`src/hw/rtl/cfs_pkg.sv`:
```
// cfs_pkg: shared widths, command and status codes and register map of the
// circular fifo with search. No dependencies.
package cfs_pkg;

  localparam int unsigned CmdW    = 3;
  localparam int unsigned DataW   = 32;
  localparam int unsigned StatusW = 2;
  localparam int unsigned SlotW   = 4;
  localparam int unsigned CntW    = 5;
  localparam int unsigned CapW    = 5;
  localparam int unsigned AddrW   = 3;
  localparam int unsigned PDataW  = 32;

  // capacity after reset
  localparam logic [CapW-1:0] CapReset = 5'd16;

  // register map, word index taken from paddr[AddrW-1:2]
  localparam logic [AddrW-1:2] RegCapacity = 1'b0;

  typedef enum logic [CmdW-1:0] {
    CmdEnqueue = 3'd0,
    CmdDequeue = 3'd1,
    CmdPeek    = 3'd2,
    CmdSearch  = 3'd3,
    CmdClear   = 3'd4
  } cmd_e;

  typedef enum logic [StatusW-1:0] {
    StatOk       = 2'd0,
    StatFull     = 2'd1,
    StatEmpty    = 2'd2,
    StatNotFound = 2'd3
  } status_e;

endpackage

```
`src/hw/rtl/cfs_if.sv`:
```
// cfs_if: valid/ready channel interfaces of the circular fifo with search,
// command channel and result channel. Depends on cfs_pkg.
interface cfs_cmd_if;
  logic                                valid;
  logic                                ready;
  logic [cfs_pkg::CmdW-1:0]            cmd;
  logic signed [cfs_pkg::DataW-1:0]    value;

  modport source (output valid, output cmd, output value, input ready);
  modport sink   (input valid, input cmd, input value, output ready);
endinterface

interface cfs_res_if;
  logic                                valid;
  logic                                ready;
  logic [cfs_pkg::StatusW-1:0]         status;
  logic signed [cfs_pkg::DataW-1:0]    data;
  logic [cfs_pkg::SlotW-1:0]           slot;
  logic [cfs_pkg::CntW-1:0]            count;
  logic                                is_empty;
  logic                                is_full;

  modport source (output valid, output status, output data, output slot, output count,
                  output is_empty, output is_full, input ready);
  modport sink   (input valid, input status, input data, input slot, input count,
                  input is_empty, input is_full, output ready);
endinterface

```
`src/hw/rtl/circular_fifo_with_search_top.sv`:
```
// circular_fifo_with_search_top: ring-buffer fifo of signed words with a linear
// search walked one slot per cycle over a store with a single read port.
// Depends on cfs_pkg and the cfs_cmd_if / cfs_res_if interfaces.
//
//   channel   dir  transfer when          payload
//   cmd_i     in   valid & ready          cmd, value
//   res_o     out  valid & ready          status, data, slot, count, is_empty, is_full
//   apb       in   psel&penable&pwrite    capacity at word 0 (writing it clears the queue)
//
// flow: enqueue, clear, unused codes and dequeue/peek on an empty queue answer
//   straight from idle; dequeue and peek pass through the fetch state (registered
//   store read); a search steps the scan state over at most the occupancy, one
//   compare per cycle through the store's single read port
// reset: pointers and occupancy clear, capacity returns to 16, no clearing pass
// stalls: the result sits in an output register; the next command is taken while
//   idle, in the cycle that register drains or once it is empty
module circular_fifo_with_search_top #(
  parameter int unsigned DEPTH = 16
) (
  input  logic                         clk_i,
  input  logic                         rst_ni,
  cfs_cmd_if.sink                      cmd_i,
  cfs_res_if.source                    res_o,
  input  logic                         psel,
  input  logic                         penable,
  input  logic                         pwrite,
  input  logic [cfs_pkg::AddrW-1:0]    paddr,
  input  logic [cfs_pkg::PDataW-1:0]   pwdata,
  output logic [cfs_pkg::PDataW-1:0]   prdata,
  output logic                         pready
);

  // the 5-bit capacity register never puts more than 31 slots in use
  localparam int unsigned MemD   = (DEPTH < 31) ? DEPTH : 31;
  localparam int unsigned PtrW   = $clog2(MemD);
  localparam int unsigned CapMax = MemD;

  typedef enum logic [2:0] {
    SIdle  = 3'b001,
    SFetch = 3'b010,
    SScan  = 3'b100
  } state_e;

  // next pointer, wrapping at the effective capacity
  function automatic logic [PtrW-1:0] wrap_next(input logic [PtrW-1:0] p,
                                                input logic [cfs_pkg::CapW-1:0] cap);
    logic [cfs_pkg::CapW:0] nxt;
    nxt = (cfs_pkg::CapW+1)'(p) + 1'b1;
    return (nxt >= {1'b0, cap}) ? '0 : PtrW'(nxt);
  endfunction

  state_e                             state_q, state_d;
  logic [PtrW-1:0]                    head_q, head_d;
  logic [PtrW-1:0]                    tail_q, tail_d;
  logic [cfs_pkg::CntW-1:0]           occ_q, occ_d;
  logic [cfs_pkg::CapW-1:0]           capacity_q, capacity_d;
  logic [PtrW-1:0]                    scan_idx_q, scan_idx_d;
  logic [cfs_pkg::CntW-1:0]           scan_left_q, scan_left_d;
  logic                               peek_q, peek_d;
  logic signed [cfs_pkg::DataW-1:0]   value_q, value_d;

  logic signed [cfs_pkg::DataW-1:0]   mem [MemD];
  logic signed [cfs_pkg::DataW-1:0]   rd_data_q;
  logic [PtrW-1:0]                    rd_addr;
  logic                               wr_en;

  logic                               res_valid_q, res_valid_d;
  logic [cfs_pkg::StatusW-1:0]        res_status_q, res_status_d;
  logic signed [cfs_pkg::DataW-1:0]   res_data_q, res_data_d;
  logic [cfs_pkg::SlotW-1:0]          res_slot_q, res_slot_d;
  logic [cfs_pkg::CntW-1:0]           res_count_q, res_count_d;
  logic                               res_empty_q, res_empty_d;
  logic                               res_full_q, res_full_d;

  logic [cfs_pkg::CapW-1:0]           cap_eff;
  logic                               cmd_xfer;
  logic                               cfg_we;
  logic                               produce;
  cfs_pkg::status_e                   stat;
  logic signed [cfs_pkg::DataW-1:0]   r_data;
  logic [cfs_pkg::SlotW-1:0]          r_slot;

  // apb: always ready, capacity at word 0
  assign pready = 1'b1;
  assign cfg_we = psel && penable && pwrite
                  && (paddr[cfs_pkg::AddrW-1:2] == cfs_pkg::RegCapacity);
  assign prdata = (paddr[cfs_pkg::AddrW-1:2] == cfs_pkg::RegCapacity)
                  ? cfs_pkg::PDataW'(capacity_q) : '0;

  // zero acts as one, anything above the built depth acts as the depth
  always_comb begin
    if (capacity_q == '0) begin
      cap_eff = cfs_pkg::CapW'(1);
    end else if (capacity_q > cfs_pkg::CapW'(CapMax)) begin
      cap_eff = cfs_pkg::CapW'(CapMax);
    end else begin
      cap_eff = capacity_q;
    end
  end

  // take a command only when the result register is free or drains now
  assign cmd_i.ready = (state_q == SIdle) && (!res_valid_q || res_o.ready);
  assign cmd_xfer    = cmd_i.valid && cmd_i.ready;

  // store read address: oldest slot for a fresh command, next slot while scanning
  assign rd_addr = (state_q == SScan) ? wrap_next(scan_idx_q, cap_eff) : head_q;

  always_comb begin
    state_d     = state_q;
    head_d      = head_q;
    tail_d      = tail_q;
    occ_d       = occ_q;
    capacity_d  = capacity_q;
    scan_idx_d  = scan_idx_q;
    scan_left_d = scan_left_q;
    peek_d      = peek_q;
    value_d     = value_q;
    wr_en       = 1'b0;
    produce     = 1'b0;
    stat        = cfs_pkg::StatOk;
    r_data      = '0;
    r_slot      = '0;

    case (state_q)
      SIdle: begin
        if (cmd_xfer) begin
          value_d = cmd_i.value;
          case (cmd_i.cmd)
            cfs_pkg::CmdEnqueue: begin
              produce = 1'b1;
              if (occ_q >= cfs_pkg::CntW'(cap_eff)) begin
                stat = cfs_pkg::StatFull;
              end else begin
                wr_en  = 1'b1;
                tail_d = wrap_next(tail_q, cap_eff);
                occ_d  = occ_q + 1'b1;
              end
            end
            cfs_pkg::CmdDequeue, cfs_pkg::CmdPeek: begin
              if (occ_q == '0) begin
                produce = 1'b1;
                stat    = cfs_pkg::StatEmpty;
              end else begin
                // head slot is read at this edge; the fetch state then returns it
                peek_d  = (cmd_i.cmd == cfs_pkg::CmdPeek);
                state_d = SFetch;
              end
            end
            cfs_pkg::CmdSearch: begin
              if (occ_q == '0) begin
                produce = 1'b1;
                stat    = cfs_pkg::StatNotFound;
              end else begin
                scan_idx_d  = head_q;
                scan_left_d = occ_q;
                state_d     = SScan;
              end
            end
            cfs_pkg::CmdClear: begin
              produce = 1'b1;
              head_d  = '0;
              tail_d  = '0;
              occ_d   = '0;
            end
            default: begin
              // unused codes do nothing
              produce = 1'b1;
            end
          endcase
        end
      end
      SFetch: begin
        produce = 1'b1;
        r_data  = rd_data_q;
        if (!peek_q) begin
          head_d = wrap_next(head_q, cap_eff);
          occ_d  = occ_q - 1'b1;
        end
        state_d = SIdle;
      end
      SScan: begin
        // rd_data_q holds the slot at scan_idx_q
        if (rd_data_q == value_q) begin
          produce = 1'b1;
          r_slot  = cfs_pkg::SlotW'(scan_idx_q);
          state_d = SIdle;
        end else if (scan_left_q == cfs_pkg::CntW'(1)) begin
          produce = 1'b1;
          stat    = cfs_pkg::StatNotFound;
          state_d = SIdle;
        end else begin
          scan_idx_d  = rd_addr;
          scan_left_d = scan_left_q - 1'b1;
        end
      end
      default: begin
        state_d = SIdle;
      end
    endcase

    // capacity write clears the queue; the user must issue it only while idle, the block does not enforce this
    if (cfg_we) begin
      capacity_d = pwdata[cfs_pkg::CapW-1:0];
      head_d     = '0;
      tail_d     = '0;
      occ_d      = '0;
    end
  end

  // result register
  always_comb begin
    res_valid_d  = res_valid_q;
    res_status_d = res_status_q;
    res_data_d   = res_data_q;
    res_slot_d   = res_slot_q;
    res_count_d  = res_count_q;
    res_empty_d  = res_empty_q;
    res_full_d   = res_full_q;
    if (produce) begin
      res_valid_d  = 1'b1;
      res_status_d = stat;
      res_data_d   = r_data;
      res_slot_d   = r_slot;
      res_count_d  = occ_d;
      res_empty_d  = (occ_d == '0);
      res_full_d   = (occ_d >= cfs_pkg::CntW'(cap_eff));
    end else if (res_o.ready) begin
      res_valid_d = 1'b0;
    end
  end

  assign res_o.valid    = res_valid_q;
  assign res_o.status   = res_status_q;
  assign res_o.data     = res_data_q;
  assign res_o.slot     = res_slot_q;
  assign res_o.count    = res_count_q;
  assign res_o.is_empty = res_empty_q;
  assign res_o.is_full  = res_full_q;

  always_ff @(posedge clk_i or negedge rst_ni) begin
    if (!rst_ni) begin
      state_q     <= SIdle;
      head_q      <= '0;
      tail_q      <= '0;
      occ_q       <= '0;
      capacity_q  <= cfs_pkg::CapReset;
      scan_idx_q  <= '0;
      scan_left_q <= '0;
      peek_q      <= 1'b0;
      res_valid_q <= 1'b0;
    end else begin
      state_q     <= state_d;
      head_q      <= head_d;
      tail_q      <= tail_d;
      occ_q       <= occ_d;
      capacity_q  <= capacity_d;
      scan_idx_q  <= scan_idx_d;
      scan_left_q <= scan_left_d;
      peek_q      <= peek_d;
      res_valid_q <= res_valid_d;
    end
  end

  // payload registers, no reset
  always_ff @(posedge clk_i) begin
    value_q      <= value_d;
    res_status_q <= res_status_d;
    res_data_q   <= res_data_d;
    res_slot_q   <= res_slot_d;
    res_count_q  <= res_count_d;
    res_empty_q  <= res_empty_d;
    res_full_q   <= res_full_d;
  end

  // store: one write and one registered read per cycle
  always_ff @(posedge clk_i) begin
    if (wr_en) begin
      mem[tail_q] <= cmd_i.value;
    end
    rd_data_q <= mem[rd_addr];
  end

endmodule

```
`src/flat_wrapper.sv`:
```
// flat-port wrapper written by rule: the top's interface ports become plain ports
module circular_fifo_with_search_top_flat 
#(
  parameter int unsigned DEPTH = 16
)
  (clk_i, rst_ni, psel, penable, pwrite, paddr, pwdata, prdata, pready, cmd_i_valid, cmd_i_cmd, cmd_i_value, cmd_i_ready, res_o_valid, res_o_status, res_o_data, res_o_slot, res_o_count, res_o_is_empty, res_o_is_full, res_o_ready);
  cfs_cmd_if cmd_i_i ();
  cfs_res_if res_o_i ();
  input  logic clk_i;
  input  logic rst_ni;
  input  logic psel;
  input  logic penable;
  input  logic pwrite;
  input  logic [cfs_pkg::AddrW-1:0] paddr;
  input  logic [cfs_pkg::PDataW-1:0] pwdata;
  output logic [cfs_pkg::PDataW-1:0] prdata;
  output logic pready;
  input wire logic [$bits(cmd_i_i.valid)-1:0] cmd_i_valid;
  input wire logic [$bits(cmd_i_i.cmd)-1:0] cmd_i_cmd;
  input wire logic [$bits(cmd_i_i.value)-1:0] cmd_i_value;
  output wire logic [$bits(cmd_i_i.ready)-1:0] cmd_i_ready;
  output wire logic [$bits(res_o_i.valid)-1:0] res_o_valid;
  output wire logic [$bits(res_o_i.status)-1:0] res_o_status;
  output wire logic [$bits(res_o_i.data)-1:0] res_o_data;
  output wire logic [$bits(res_o_i.slot)-1:0] res_o_slot;
  output wire logic [$bits(res_o_i.count)-1:0] res_o_count;
  output wire logic [$bits(res_o_i.is_empty)-1:0] res_o_is_empty;
  output wire logic [$bits(res_o_i.is_full)-1:0] res_o_is_full;
  input wire logic [$bits(res_o_i.ready)-1:0] res_o_ready;
  assign cmd_i_i.valid = cmd_i_valid;
  assign cmd_i_i.cmd = cmd_i_cmd;
  assign cmd_i_i.value = cmd_i_value;
  assign cmd_i_ready = cmd_i_i.ready;
  assign res_o_valid = res_o_i.valid;
  assign res_o_status = res_o_i.status;
  assign res_o_data = res_o_i.data;
  assign res_o_slot = res_o_i.slot;
  assign res_o_count = res_o_i.count;
  assign res_o_is_empty = res_o_i.is_empty;
  assign res_o_is_full = res_o_i.is_full;
  assign res_o_i.ready = res_o_ready;
  circular_fifo_with_search_top #(.DEPTH(DEPTH)) u_core (.clk_i(clk_i), .rst_ni(rst_ni), .cmd_i(cmd_i_i), .res_o(res_o_i), .psel(psel), .penable(penable), .pwrite(pwrite), .paddr(paddr), .pwdata(pwdata), .prdata(prdata), .pready(pready));
endmodule
```
`config.mk`:
```
export PLATFORM = sky130hd
export DESIGN_NAME = circular_fifo_with_search_top_flat
export DESIGN_NICKNAME = d
export VERILOG_FILES = /design/src/hw/rtl/cfs_pkg.sv /design/src/hw/rtl/cfs_if.sv /design/src/hw/rtl/circular_fifo_with_search_top.sv /design/src/flat_wrapper.sv
export SDC_FILE = /design/constraint.sdc
export NUM_CORES = 1
export LEC_CHECK = 0
export BUFFER_PORTS_ARGS = -buffer_cell sky130_fd_sc_hd__buf_4
export CAP_MARGIN = 20
export CORE_ASPECT_RATIO = 1.5
export CORE_UTILIZATION = 55
export CTS_CLUSTER_DIAMETER = 200
export CTS_CLUSTER_SIZE = 16
export DETAILED_ROUTE_END_ITERATION = 10
export HOLD_SLACK_MARGIN = 0.15
export PLACE_DENSITY = 0.73
export SETUP_SLACK_MARGIN = 0.2
export SLEW_MARGIN = 20
export SYNTH_ARGS = -nofsm -noshare
export SYNTH_HDL_FRONTEND = slang
export SYNTH_SLANG_ARGS = --single-unit
```
`constraint.sdc`:
```
create_clock -name clk_i -period 14.45 [get_ports clk_i]
set_input_delay 0 -clock clk_i [delete_from_list [all_inputs] [get_ports clk_i]]
set_output_delay 0 -clock clk_i [all_outputs]
set_load 0.01 [all_outputs]
```
==> impl_metrics.tcl <==
set metrics [dict create \
    synth-edff-count 589 \
    die_h_um 271.6 \
    worstRegToRegCells 13 \
    drt-total-wl_um 59970 \
    synth_cells 1810 \
    hp-class "in -> reg" \
    grt_max_degree 226 \
    routed-wl-met3_um 3495 \
    crit_family "buffers and inverters" \
    timing.critical_path.buf_inv 2 \
    holdBufCountCts 60 \
    async_reset_ff_share_pct 4.900 \
    viasPerCell 6.038 \
    synthFlopType "edfxtp_1" \
    clock_path_buffers 3 \
    yosys_warnings 0 \
    cts_buffers 46 \
    dr_wl_met2_um 30930 \
    clock_sinks 653 \
    synth_cell_types 63 \
    tightest_slew_ns 1.164 \
    syn_area_um2 26650 \
    cp_slowest_cell "buf_4" \
    path_class "reg -> reg" \
    crit_chain "nor3_1 -> nor2_1 -> nor2_1 -> ha_1 -> o2111ai_2 -> a31oi_4 -> o41a_2 -> buf_4 -> buf_4 -> nand2_1 -> and3_1 -> o32ai_1 -> a221o_1" \
    antennaDiodeCount 0 \
    max_freq_mhz 219.8 \
    finalHoldViolCount 0 \
    maxCapViolations 0 \
    whs_path_depth 3 \
    max_stage_delay_ns 0.94 \
    die_area_um2 49350 \
    ir_drop_mv 0.09840 \
    boundaryPins 157 \
    drt_iter0_drc 1273 \
    initial_core_util_pct 55.86 \
    die_w_um 181.7 \
    startpoint_type "flop" \
    drc 0 \
    antenna_left 0 \
    tns_ns 0 \
    min_period_ns 4.550 \
    syn2layout_area_growth_pct 12.09 \
    cp.required_ns 14.97 \
    grt-ovfl-total 0 \
    cts_setup_buffers 0 \
    final_core_util_pct 62.62 \
    p_leak_nw 10.18 \
    avgSynthCellArea_um2 14.72 \
    gp_congestion 0.8901 \
    dr_total_vias 15600 \
    finalCritPeriodShare_pct 31.49 \
    track_usage_pct 24.27 \
    worst-path-stages 13 \
    rsz0062_at_grt "no" \
    antenna_found_initial 0 \
    outcome "completed" \
    skew_ns 0.01509 \
    max_slew_margin_pct 22.39 \
    dp_hpwl_um 32130 \
    p_per_area_nw_per_um2 131.8 \
    htreeDepth 2 \
    worstSkewPairLatency_ns 0.58 \
    core_um2 47700 \
    critical_path.endpoint_type "flop" \
    grt_pass1_wl_um 89720 \
    drt_first_pass_iters 7 \
    ys_seq_area_share_pct 71.80 \
    highest_layer "met4" \
    cts_resized 0 \
    wl_per_cell_um 23.22 \
    drt-met1-wl_um 23300 \
    drv_slew 0 \
    path_clk_slew_ns 0.08 \
    floorplan.rows 98 \
    drive_gt1_share_pct 12.51 \
    cp_max_fo 102 \
    setup_viol 0 \
    fin_nets 2058 \
    grt_pass1_vias 15460 \
    clock_tree.root_cell "clkbuf_16" \
    ys_ff_latch 653 \
    arrival_ns 5.07 \
    numPortBuffers 99 \
    cts_tree "done" \
]
## worst min-delay path: cells and delay by family
| family | cells | cell delay, ns |
|---|---|---|
| AO/OA/AOI/OAI | 1 | 0.17 |
| buffers and inverters | 1 | 0.09 |
| AND/OR/NAND/NOR | 1 | 0.43 |
## Yosys cell counts, drive strengths merged (2+ instances only)
cell type  count  area [um2]
ha            35       437.9
mux2i         65       650.6
edfxtp       589       17690
a31oi         68       440.4
conb           2       7.510
inv           22       82.58
nand3          8       40.04
dfstp          2       52.55
nor2b          6       37.54
xor2          35       306.5
buf           81       530.5
nor3b          4       30.03
a211oi        98       750.7
dfrtp         30       750.7
nor4          10       62.56
a21o           8       60.06
o22ai          2       12.51
o32ai         32       280.3
nand2b        14       87.58
xnor2          5       43.79
nand4          5       31.28
a221o         32       320.3
and2         132       833.3
a21oi         13       65.06
o41ai          2       55.05
nor2          43       161.4
nand2        241       907.1
mux2          33       371.6
a22oi          3       22.52
nand3b         3       22.52
a22o           3       26.28
and3          41       256.5
o211ai         2       15.01
o21ai         35       175.2
clkbuf        45       168.9
dfxtp         32       640.6
nor3          11       55.05
## layout by cell type, fill, tap and decap left out, drive strengths merged, types with 33 or more instances in the layout
cell	n
and2	132
a31oi	68
edfxtp	589
xor2	35
nand2	241
ha	35
buf	129
clkbuf	82
nor2	43
and3	41
mux2i	65
mux2	33
o21ai	35
dlygate4sd3	59
a211oi	98
## area by class of cell
type	count	area, um2
flip-flops and latches	653	19130
fillers	3398	17830
multi-input cells	1035	6962
repair buffers	188	1597
clock buffers	82	1308
well taps	600	750.7
inverters	22	82.58
clock inverters	3	37.54
## flip-flops by register name, indices dropped and copies added (netlist names), 4 cells and up
name / cells
u_core.res_o.slot: 4
u_core.res_o.count: 5
u_core.tail_q: 4
u_core.head_q: 4
u_core.occ_q: 5
u_core.res_o.data: 32
u_core.rd_data_q: 32
u_core.scan_left_q: 5
u_core.capacity_q: 5
u_core.value_q: 32
u_core.mem: 512
u_core.scan_idx_q: 4
## stage by stage
step	hold slack [ns]	cell area, um2	power [mW]	worst slack, ns	instances
6_report	0.1920	29870	3.938	9.900	2583
5_1_grt	0.2143	29870	4.069	9.608	2583
4_1_cts	0.1500	29870	3.954	9.928	2583
3_5_place_dp	-0.01956	27910	2.740	9.954	2438
3_3_place_gp	-0.02758	27910	2.725	10.12	2438
2_1_floorplan	-0.2956	26740	2.536	9.690	1836
## worst paths after layout
check / from / to / slack, ns
min reg2reg: u_core.scan_left_q[1] / u_core.scan_left_q[1] / 0.52
max in group asynchronous: rst_ni / u_core.scan_idx_q[1] / 13.76
min: penable / u_core.occ_q[0] / 0.19
max reg2reg: u_core.capacity_q[1] / u_core.rd_data_q[1] / 9.90
min in group asynchronous: rst_ni / u_core.capacity_q[4] / 0.50
max: u_core.capacity_q[1] / u_core.rd_data_q[1] / 9.90
## kinds of logic (layout without fill, tap and decap cells)
group | after synthesis | in the layout | synth area share [%]
buffers and inverters | 148 | 295 | 2.935
flip-flops | 653 | 653 | 71.80
XOR/XNOR | 40 | 40 | 1.315
adder cells (fa/ha/maj) | 35 | 35 | 1.644
multiplexers | 98 | 98 | 3.836
AND/OR/NAND/NOR | 524 | 524 | 9.659
other | 2 | 28 | 0.02818
AO/OA/AOI/OAI | 310 | 310 | 8.786
## where the power goes
group / total (mW) / leakage, nW / switching [mW] / internal (mW)
Combinational: 0.488 / 3.50 / 0.297 / 0.191
Sequential: 2.23 / 6.04 / 0.0532 / 2.18
Clock: 1.22 / 0.638 / 0.605 / 0.615
## layer usage
metal  track usage, %  up-vias
met4            10.50        0
met5                0        -
met1            30.50     7803
met3            2.750      142
met2            42.52      596
li1                 -     7056
Power figures use the tool's default switching activity.
